### config.mk
export PLATFORM = sky130hd
export DESIGN_NAME = register_alu_execute
export DESIGN_NICKNAME = d
export VERILOG_FILES = /design/src/rtl/core/rae_pkg.sv /design/src/rtl/core/rae_div.sv /design/src/rtl/core/rae_ctrl.sv /design/src/rtl/core/rae_dp.sv /design/src/rtl/core/register_alu_execute.sv
export SDC_FILE = /design/constraint.sdc
export NUM_CORES = 2
export LEC_CHECK = 0
export ABC_AREA = 1
export BUFFER_PORTS_ARGS = -buffer_cell sky130_fd_sc_hd__buf_2
export CAP_MARGIN = 20
export CORE_MARGIN = 3
export CORE_UTILIZATION = 35
export CTS_CLUSTER_DIAMETER = 30
export DETAILED_ROUTE_END_ITERATION = 10
export MAX_ROUTING_LAYER = met4
export PLACE_DENSITY = 0.54
export SLEW_MARGIN = 20
export SYNTH_ARGS = -nofsm -noshare
export SYNTH_HDL_FRONTEND = slang
export SYNTH_SLANG_ARGS = --single-unit
### constraint.sdc
create_clock -name clk -period 6.4 [get_ports clk]
set_input_delay 1.28 -clock clk [delete_from_list [all_inputs] [get_ports clk]]
set_output_delay 1.28 -clock clk [all_outputs]
set_load 0.05 [all_outputs]
### src/rtl/core/rae_pkg.sv
package rae_pkg;

  // Instruction modes
  localparam logic [2:0] MODE_CMOV = 3'd0;
  localparam logic [2:0] MODE_ADD  = 3'd1;
  localparam logic [2:0] MODE_MUL  = 3'd2;
  localparam logic [2:0] MODE_DIV  = 3'd3;
  localparam logic [2:0] MODE_NAND = 3'd4;
  localparam logic [2:0] MODE_LDI  = 3'd5;

  localparam int unsigned REG_COUNT = 8;
  localparam int unsigned IDX_W     = 3;
  localparam int unsigned DATA_W    = 32;
  localparam int unsigned IMM_W     = 25;
  localparam int unsigned DIV_CNT_W = 6;

  typedef struct packed {
    logic [2:0]       mode;
    logic [IDX_W-1:0] dest_index;
    logic [IDX_W-1:0] src_b_index;
    logic [IDX_W-1:0] src_c_index;
    logic [IMM_W-1:0] immediate;
  } in_t;

  typedef struct packed {
    logic              wrote;
    logic [DATA_W-1:0] written_value;
    logic              divide_by_zero;
  } out_t;

  // Controller to datapath
  typedef struct packed {
    logic load;       // capture instruction and read operands
    logic div_start;  // launch the iterative divider
    logic finish;     // write back and present the result
  } cmd_t;

  // Datapath to controller
  typedef struct packed {
    logic div_needed; // divide with a nonzero divisor
    logic div_done;   // quotient is ready
  } status_t;

endpackage

### src/rtl/core/rae_div.sv
module rae_div (
  input  logic                             clk,
  input  logic                             rst_n,
  input  logic                             start,
  input  logic [rae_pkg::DATA_W-1:0]       dividend,
  input  logic [rae_pkg::DATA_W-1:0]       divisor,
  output logic [rae_pkg::DATA_W-1:0]       quotient,
  output logic                             done
);

  logic [rae_pkg::DATA_W-1:0]    quo_r, quo_nxt;
  logic [rae_pkg::DATA_W-1:0]    rem_r, rem_nxt;
  logic [rae_pkg::DATA_W-1:0]    dsr_r, dsr_nxt;
  logic [rae_pkg::DIV_CNT_W-1:0] cnt_r, cnt_nxt;
  logic                          run_r, run_nxt;
  logic [rae_pkg::DATA_W:0]      trial;

  // One restoring step per cycle: shift in the next dividend bit and try a subtract
  always_comb begin
    trial   = {rem_r, quo_r[rae_pkg::DATA_W-1]} - {1'b0, dsr_r};
    quo_nxt = quo_r;
    rem_nxt = rem_r;
    dsr_nxt = dsr_r;
    cnt_nxt = cnt_r;
    run_nxt = run_r;
    if (start) begin
      quo_nxt = dividend;
      rem_nxt = '0;
      dsr_nxt = divisor;
      cnt_nxt = rae_pkg::DIV_CNT_W'(rae_pkg::DATA_W);
      run_nxt = 1'b1;
    end else if (run_r && (cnt_r != '0)) begin
      cnt_nxt = cnt_r - rae_pkg::DIV_CNT_W'(1);
      if (!trial[rae_pkg::DATA_W]) begin
        rem_nxt = trial[rae_pkg::DATA_W-1:0];
        quo_nxt = {quo_r[rae_pkg::DATA_W-2:0], 1'b1};
      end else begin
        rem_nxt = {rem_r[rae_pkg::DATA_W-2:0], quo_r[rae_pkg::DATA_W-1]};
        quo_nxt = {quo_r[rae_pkg::DATA_W-2:0], 1'b0};
      end
    end else if (run_r) begin
      run_nxt = 1'b0;
    end
  end

  always_ff @(posedge clk) begin
    quo_r <= quo_nxt;
    rem_r <= rem_nxt;
    dsr_r <= dsr_nxt;
    if (!rst_n) begin
      cnt_r <= '0;
      run_r <= 1'b0;
    end else begin
      cnt_r <= cnt_nxt;
      run_r <= run_nxt;
    end
  end

  assign quotient = quo_r;
  assign done     = run_r && (cnt_r == '0);

endmodule

### src/rtl/core/rae_ctrl.sv
module rae_ctrl (
  input  logic             clk,
  input  logic             rst_n,
  input  logic             start,
  output logic             busy,
  output rae_pkg::cmd_t    cmd,
  input  rae_pkg::status_t status
);

  localparam logic [1:0] ST_IDLE = 2'd0;
  localparam logic [1:0] ST_EXEC = 2'd1;
  localparam logic [1:0] ST_DIV  = 2'd2;

  logic [1:0] state_r, state_nxt;

  // Sequence one instruction: read, execute, optionally iterate the divider
  always_comb begin
    state_nxt = state_r;
    cmd       = '0;
    unique case (state_r)
      ST_IDLE: begin
        if (start) begin
          cmd.load  = 1'b1;
          state_nxt = ST_EXEC;
        end
      end
      ST_EXEC: begin
        if (status.div_needed) begin
          cmd.div_start = 1'b1;
          state_nxt     = ST_DIV;
        end else begin
          cmd.finish = 1'b1;
          state_nxt  = ST_IDLE;
        end
      end
      ST_DIV: begin
        if (status.div_done) begin
          cmd.finish = 1'b1;
          state_nxt  = ST_IDLE;
        end
      end
      default: begin
        state_nxt = ST_IDLE;
      end
    endcase
  end

  always_ff @(posedge clk) begin
    if (!rst_n) begin
      state_r <= ST_IDLE;
    end else begin
      state_r <= state_nxt;
    end
  end

  assign busy = (state_r != ST_IDLE);

endmodule

### src/rtl/core/rae_dp.sv
module rae_dp (
  input  logic              clk,
  input  logic              rst_n,
  input  rae_pkg::in_t      in_data,
  input  rae_pkg::cmd_t     cmd,
  output rae_pkg::status_t  status,
  output logic              out_valid,
  output rae_pkg::out_t     out_data
);

  logic [rae_pkg::DATA_W-1:0]    mem [rae_pkg::REG_COUNT];
  logic [rae_pkg::REG_COUNT-1:0] vld_r;
  rae_pkg::in_t                  instr_r;
  logic [rae_pkg::DATA_W-1:0]    bv_r, cv_r;
  logic                          out_valid_r;
  rae_pkg::out_t                 out_r, res;
  logic [rae_pkg::DATA_W-1:0]    quotient;
  logic                          div_done;
  logic                          c_zero;

  // Capture the instruction and read both operands; unwritten registers read as zero
  always_ff @(posedge clk) begin
    if (cmd.load) begin
      instr_r <= in_data;
      bv_r    <= vld_r[in_data.src_b_index] ? mem[in_data.src_b_index] : '0;
      cv_r    <= vld_r[in_data.src_c_index] ? mem[in_data.src_c_index] : '0;
    end
  end

  assign c_zero = (cv_r == '0);

  rae_div u_div (
    .clk      (clk),
    .rst_n    (rst_n),
    .start    (cmd.div_start),
    .dividend (bv_r),
    .divisor  (cv_r),
    .quotient (quotient),
    .done     (div_done)
  );

  assign status.div_needed = (instr_r.mode == rae_pkg::MODE_DIV) && !c_zero;
  assign status.div_done   = div_done;

  // Form the result of the current instruction
  always_comb begin
    res = '0;
    unique case (instr_r.mode)
      rae_pkg::MODE_CMOV: begin
        if (!c_zero) begin
          res.wrote         = 1'b1;
          res.written_value = bv_r;
        end
      end
      rae_pkg::MODE_ADD: begin
        res.wrote         = 1'b1;
        res.written_value = bv_r + cv_r;
      end
      rae_pkg::MODE_MUL: begin
        res.wrote         = 1'b1;
        res.written_value = bv_r * cv_r;
      end
      rae_pkg::MODE_DIV: begin
        if (c_zero) begin
          res.divide_by_zero = 1'b1;
        end else begin
          res.wrote         = 1'b1;
          res.written_value = quotient;
        end
      end
      rae_pkg::MODE_NAND: begin
        res.wrote         = 1'b1;
        res.written_value = ~(bv_r & cv_r);
      end
      rae_pkg::MODE_LDI: begin
        res.wrote         = 1'b1;
        res.written_value = {{(rae_pkg::DATA_W-rae_pkg::IMM_W){1'b0}}, instr_r.immediate};
      end
      default: begin
        res = '0;
      end
    endcase
  end

  // Write back register A
  always_ff @(posedge clk) begin
    if (cmd.finish && res.wrote) begin
      mem[instr_r.dest_index] <= res.written_value;
    end
  end

  // Track written registers and strobe the result for one cycle
  always_ff @(posedge clk) begin
    if (cmd.finish) begin
      out_r <= res;
    end
    if (!rst_n) begin
      vld_r       <= '0;
      out_valid_r <= 1'b0;
    end else begin
      out_valid_r <= cmd.finish;
      if (cmd.finish && res.wrote) begin
        vld_r[instr_r.dest_index] <= 1'b1;
      end
    end
  end

  assign out_valid = out_valid_r;
  assign out_data  = out_r;

endmodule

### src/rtl/core/register_alu_execute.sv
// The accepting edge captures the instruction and reads its operands; a divide with a nonzero
// divisor then launches the divider, which runs 32 restoring steps, one bit per cycle.
// The result is then registered; a new instruction is accepted only while busy is low.
// out_valid pulses for a single cycle; out_data holds results until replaced; no stall input.
// Reset (rst_n low, synchronous) idles the controller and makes all eight registers read zero.
module register_alu_execute (
  input  logic          clk,
  input  logic          rst_n,
  input  logic          start,
  output logic          busy,
  input  rae_pkg::in_t  in_data,
  output logic          out_valid,
  output rae_pkg::out_t out_data
);

  rae_pkg::cmd_t    cmd;
  rae_pkg::status_t status;
  logic             busy_int;

  rae_ctrl u_ctrl (
    .clk    (clk),
    .rst_n  (rst_n),
    .start  (start),
    .busy   (busy_int),
    .cmd    (cmd),
    .status (status)
  );

  rae_dp u_dp (
    .clk       (clk),
    .rst_n     (rst_n),
    .in_data   (in_data),
    .cmd       (cmd),
    .status    (status),
    .out_valid (out_valid),
    .out_data  (out_data)
  );

  assign busy = busy_int;

endmodule
; ---- Yosys cells after proc, flatten, opt, wreduce, memory -nomap -nowiden
; Memory sizes are Yosys's and may differ from the RTL's. A register that Yosys moved wholly into a read port is not among the register bits.
; Cells that the tools add are included.
; Widths: inputs -> output; s select.
[classes]
addsub = 3
multipliers = 1
order_cmp = 4
eq_ne = 10
n_mux = 31
bitwise = 4
reduce_logical = 17
[ops]
columns = op, count
row1 = $pmux 33 s6, 1
row2 = $mux 32, 3
row3 = $mux 33, 2
row4 = $sub 33x32->33, 1
row5 = $add 32x32->32, 1
row6 = $and 32x32->32, 1
row7 = $logic_not 32->1, 1
row8 = $mul 32x32->32, 1
row9 = $not 32->32, 1
row10 = $mux 1, 15
row11 = $lt 3x4->1 const B, 3
row12 = $mux 6, 2
row13 = $or 8x8->8, 1
row14 = $bmux 1 s3, 2
row15 = $eq 3x2->1 const B, 2
row16 = $eq 3x3->1 const B, 2
row17 = $logic_not 6->1, 1
row18 = $mux 2, 3
row19 = $pmux 2 s3, 1
row20 = $reduce_bool 6->1, 1
row21 = $sub 6x1->6 const B, 1
row22 = $logic_and 1x1->1, 5
row23 = $ne 2x2->1 const B, 2
row24 = $reduce_bool 2->1, 2
row25 = 13 further kinds, 15
[word_totals]
reg_bits = 179
mem_bits_rw = 256
input_bits = 40
output_inout_bits = 36
elab_cells = 86
mem_count = 1
[mem_list]
columns = name, depth, word_bits, rd, rd_clocked_by_memory_dff, write_ports, line
row1 = u_dp.mem, 8, 32, 2, 2, 1, rae_dp.sv:11  ; logic [rae_pkg::DATA_W-1:0] mem [rae_pkg::REG_COUNT];

; ---- Logic depth before layout (Yosys ltp)
[depth]
ltp_word = 8
depth_mapped = 35
ltp_nobuf = 33

; ---- By module
; Synthesis repeated with hierarchy kept, for this count alone.
[unflattened]
cells_unflattened = 5513
hier_area_um2 = 43989.7
[modules_own_cells]
columns = mod, instances, cells_per_inst, area_per_inst_um2, seq_area_each_um2
row1 = rae_dp, 1, 4435, 36912.9, 11741.3
row2 = rae_div, 1, 1047, 6880.3, 2702.6
row3 = rae_ctrl, 1, 31, 196.4, 40.0

; ---- Worst setup path before layout
; No wires, ideal clock.
[synth_path]
path_type = register to register
startpoint = register u_dp.cv_r[2] (netlist name), read port of u_dp.mem
endpoint = memory u_dp.mem[0][26] (netlist name) (data pin)
setup_ns = 0.309
arrival_ns = 6.559
required_time_ns = 6.091
setup_slack_ns = -0.467
stages_incl_launch_ff = 27
path_buffers = 2
synth_period_minus_slack_ns = 6.867
cell_sequence = edfxtp_1 -> clkbuf_1 -> buf_1 -> nand2_1 -> inv_1 -> fa_1 -> inv_1 -> fa_1 -> fa_1 -> fa_1 -> inv_1 -> fa_1 -> inv_1 -> fa_1 -> inv_1 -> fa_1 -> fa_1 -> ha_1 -> nand4_1 -> nor2_1 -> nand4_1 -> nand3_1 -> a21o_1 -> a21oi_1 -> or2_2 -> nand3_1 -> nand3_1
[synth_rtl]
columns = item, line
row1 = from (decl), rae_dp.sv:14  ; logic [rae_pkg::DATA_W-1:0] bv_r, cv_r;
row2 = to (decl), rae_dp.sv:11

==> summary by stage <==
Drt
After detailed routing, the number of vias per cell comes to around 5.1. For this block, the via count after detailed routing is 37470. The number of optimization iterations in the first detailed-route pass is 6. For this block, the routed nets add up to 159500 um of wire.

The remaining antenna violation count is 0. The detailed router finished its first iteration with 3578 violations. Dividing the detail-routed wire length by the instance count gives between 20 and 25 um.

In the routed design, unresolved DRC markers number 0.

Final layout
The library cell used most frequently in the layout, excluding fill and tap cells, is sky130_fd_sc_hd__nand2_1. The layout cell share with drive strength beyond 1 is roughly 18%. In the final design database the tool counted 6290 nets. Relative to the synthesized area, the layout overhead comes to 27.42%. The combined flip-flop and latch cell area is ~0.014 mm2.

Leaving out fill and tap cells, the most frequent cells in the layout are sky130_fd_sc_hd__nand2_1 (1270), sky130_fd_sc_hd__inv_1 (996), sky130_fd_sc_hd__o21ai_0 (494). The multi-input logic area is 0.02482 mm2. Counting the fill cells in the layout gives between 10000 and 15000.

Critical path
The logic depth of the worst setup path including buffers is 25. The maximum net fanout on the critical path is 8. The depth of the worst register-to-register path is 25. The data arrival time at the worst-slack endpoint is 7.47 ns.

The worst setup path is launched from a flop. The slowest cell on the critical path is sky130_fd_sc_hd__fa_1. The cell type group with the largest total delay on the critical path is adder cells.

The required time at the worst-slack endpoint is 6.84 ns. The most numerous cell on the critical path is sky130_fd_sc_hd__fa_1. The origin of the worst setup path is u_dp.cv_r[3]. By startpoint and endpoint, the worst setup path is classified as reg -> reg. In this design, the stage delay of the slowest critical-path cell is 0.54 ns. Together, buffers and inverters on the worst path number 6.

The launch point of the worst reg-to-reg path is u_dp.cv_r[3]. The worst setup path is captured at a flop.

Global routing
The overall track demand over capacity in global routing is 25.62%. The first global-routing pass estimated ~240000 um of wire. The initial antenna violation count came to 4.

The largest net degree at the start of global routing is 192. The number of global-route vias before repair is between 30000 and 40000. The total grt overflow is 0.

Clock tree
No sink is reached through more buffers than the 3 on the longest clock path. The H-tree generated during clock tree synthesis spans 4 levels. The sink count of the clock tree is approximately 500. The root buffer cell chosen for the clock tree is sky130_fd_sc_hd__clkbuf_16. After clock tree synthesis, the clock-pin slew on the worst setup and hold paths is 0.05 ns. The CTS tree is built. The later pin in the worst-skew pair is clocked with a latency of roughly 0.73 ns. The total clock buffers created by CTS is 134.

Floorplan
The placeable core region is 0.1208 mm2. The number of placed I/O pins is 76. The area of the die is roughly 0.13 mm2. The floorplan die width is 355.9 um. The effective utilization at floorplan is 35.48%. The initialized floorplan defines about 130 standard-cell rows. The vertical die dimension is roughly 360 um.

Timing
Clock skew on the completed layout was measured at 0.05385 ns. The slew at the pin closest to its max-slew limit is 1.140 ns. The final-report hold violation count is 0. Setup repair after global routing could not meet its margin everywhere. Setup violations remaining at the end of the flow were counted as 189. Derived from the worst setup path, the maximum achievable clock frequency is 142.1 MHz.

The tightest slew margin relative to the limit is about a quarter. The routed design could run at a clock period as short as 7.035 ns. The final cycle utilization of the critical path is 109.9%. The max-slew violation count came to 0. After layout, the worst setup slack is -0.6351 ns.

Place
Before CTS, the worst setup slack after placement is -0.9407 ns. The global placer's final weighted congestion is 0.9601. The final HPWL from detailed placement is 112500 um.

In this run the tool buffered the top-level ports with 75 buffer cells.

Synthesis
Counting flops and latches in the post-synthesis netlist gives 499. The number of nets in the synthesized netlist is slightly below 6000. The share of synthesized area spent on multiplexers is 0%.

The post-synthesis share of cell area spent on and, or, nand and nor gates is 16.93%. The cell area after synthesis is 0.04285 mm2. The synthesized design contains roughly 450 enable-type register cells. Dividing the synthesized area by the synthesized cell count gives 8.221 um2.

The synthesized netlist devotes 24.76% of its cell area to adder and majority cells. After technology mapping, the gate count stands at 5212. For this run, the leading register cell type out of synthesis is sky130_fd_sc_hd__edfxtp_1. After synthesis, the largest family of logic cells by area is adder cells. The proportion of synthesized flip-flops having asynchronous set or reset is 0%. The fraction of synthesized cell area in xor and xnor cells is 0.8789%. The total number of yosys warnings is 0. The distinct cell type count after synthesis is 55. The sequential fraction of the synthesis area is between 30% and 40%.

The post-synthesis compound-gate area fraction is between 10% and 20%.

Outcome
The run finished, with violations left. The checks that failed: setup timing.

Worst hold path
The hold path startpoint is u_dp.vld_r[0]. The min-delay analysis places its worst path in the category reg -> reg. The worst hold path was traced through 2 stages.

Run
The number of maximum-capacitance constraint violations is 0.
[Yosys cell counts (16+ instances only)]
cell | number | share of area, %
sky130_fd_sc_hd__nand2_1 | 1320 | 12
sky130_fd_sc_hd__inv_1 | 1051 | 9.2
sky130_fd_sc_hd__o21ai_0 | 517 | 6.0
sky130_fd_sc_hd__edfxtp_1 | 449 | 31
sky130_fd_sc_hd__fa_1 | 410 | 19
sky130_fd_sc_hd__a21oi_1 | 278 | 3.2
sky130_fd_sc_hd__nor2_1 | 264 | 2.3
sky130_fd_sc_hd__ha_1 | 192 | 5.6
sky130_fd_sc_hd__clkbuf_1 | 160 | 1.4
sky130_fd_sc_hd__nand3_1 | 117 | 1.4
sky130_fd_sc_hd__dfxtp_1 | 50 | 2.3
sky130_fd_sc_hd__buf_2 | 38 | 0.44
sky130_fd_sc_hd__buf_1 | 37 | 0.32
sky130_fd_sc_hd__o211ai_1 | 35 | 0.61
sky130_fd_sc_hd__nand4_1 | 24 | 0.35
sky130_fd_sc_hd__a221oi_1 | 23 | 0.47
sky130_fd_sc_hd__nor3_1 | 23 | 0.27
sky130_fd_sc_hd__xnor2_1 | 22 | 0.45
sky130_fd_sc_hd__xor2_1 | 21 | 0.43
sky130_fd_sc_hd__a21o_1 | 19 | 0.33
sky130_fd_sc_hd__a31oi_1 | 16 | 0.23
sky130_fd_sc_hd__or2_2 | 16 | 0.23
[worst paths after layout]
path / end / slack [ns]
min reg2reg: u_dp.vld_r[0] / 0.47
max: u_dp.mem[7][26] / -0.64
max reg2reg: u_dp.mem[7][26] / -0.64
min: u_dp.vld_r[0] / 0.47
[kinds of logic (layout without fill, tap and decap cells)]
family                   count (synthesis)  in the layout
XOR/XNOR                                43             43
flip-flops                             499            499
adder cells (fa/ha/maj)                602            602
AO/OA/AOI/OAI                          948            948
AND/OR/NAND/NOR                       1813           1817
buffers and inverters                 1307           1844
other                                    0              5
[per-stage QoR]
step                      hold slack, ns  util (%)  std cells  cell area, um2  setup TNS, ns
after detailed placement          0.4554     39.53       7019           47740        -117.25
after floorplan                   0.4368         -       5212           43120         -1.427
after global placement            0.4457     39.53       7019           47740        -118.79
after global routing              0.4856     45.20       7366           54590        -102.28
final                             0.4660     45.21       7370           54600         -70.96
after CTS                         0.4610     44.31       7321           53510         -73.33
[layer usage]
metal	vias to the layer above	track usage (%)	share of wire [%]
li1	17360	-	-
met1	18340	34.51	44
met2	1484	39.57	45
met3	280	3.747	7.7
met4	0	8.766	3.4
met5	-	-	0
[layout make-up]
type,instances,area share [%]
well taps,1612,3.694
flip-flops and latches,499,26.53
repair buffers,544,8.917
diodes,5,0.02292
clock buffers,161,6.382
clock inverters,80,1.703
inverters,1059,7.292
multi-input cells,3410,45.46
[what timing repair did]
action	4_1_cts	5_1_grt
setup endpoints to repair	198	198
hold buffers	0	0
pin swaps	107	119
gates resized for setup	213	190
cloned	8	6
buffers inserted	56	38
[flip-flops by register name, indices dropped and copies added, names as in the netlist]
register,cells
u_ctrl.state_r,2
u_dp.bv_r,32
u_dp.cv_r,32
u_dp.instr_r,31
u_dp.mem,256
u_dp.out_data,34
u_dp.out_valid,1
u_dp.u_div.cnt_r,6
u_dp.u_div.dsr_r,32
u_dp.u_div.quotient,32
u_dp.u_div.rem_r,32
u_dp.u_div.run_r,1
u_dp.vld_r,8
[worst min-delay path, cell delays in order (launching register included)]
cell and delay [ns]:
sky130_fd_sc_hd__dfxtp_1 0.31, sky130_fd_sc_hd__inv_1 0.05, sky130_fd_sc_hd__a21oi_1 0.05
Power is left out: the tool's default activity adds up to more than one toggle a clock period on the data nets, which glitch-free logic cannot reach.
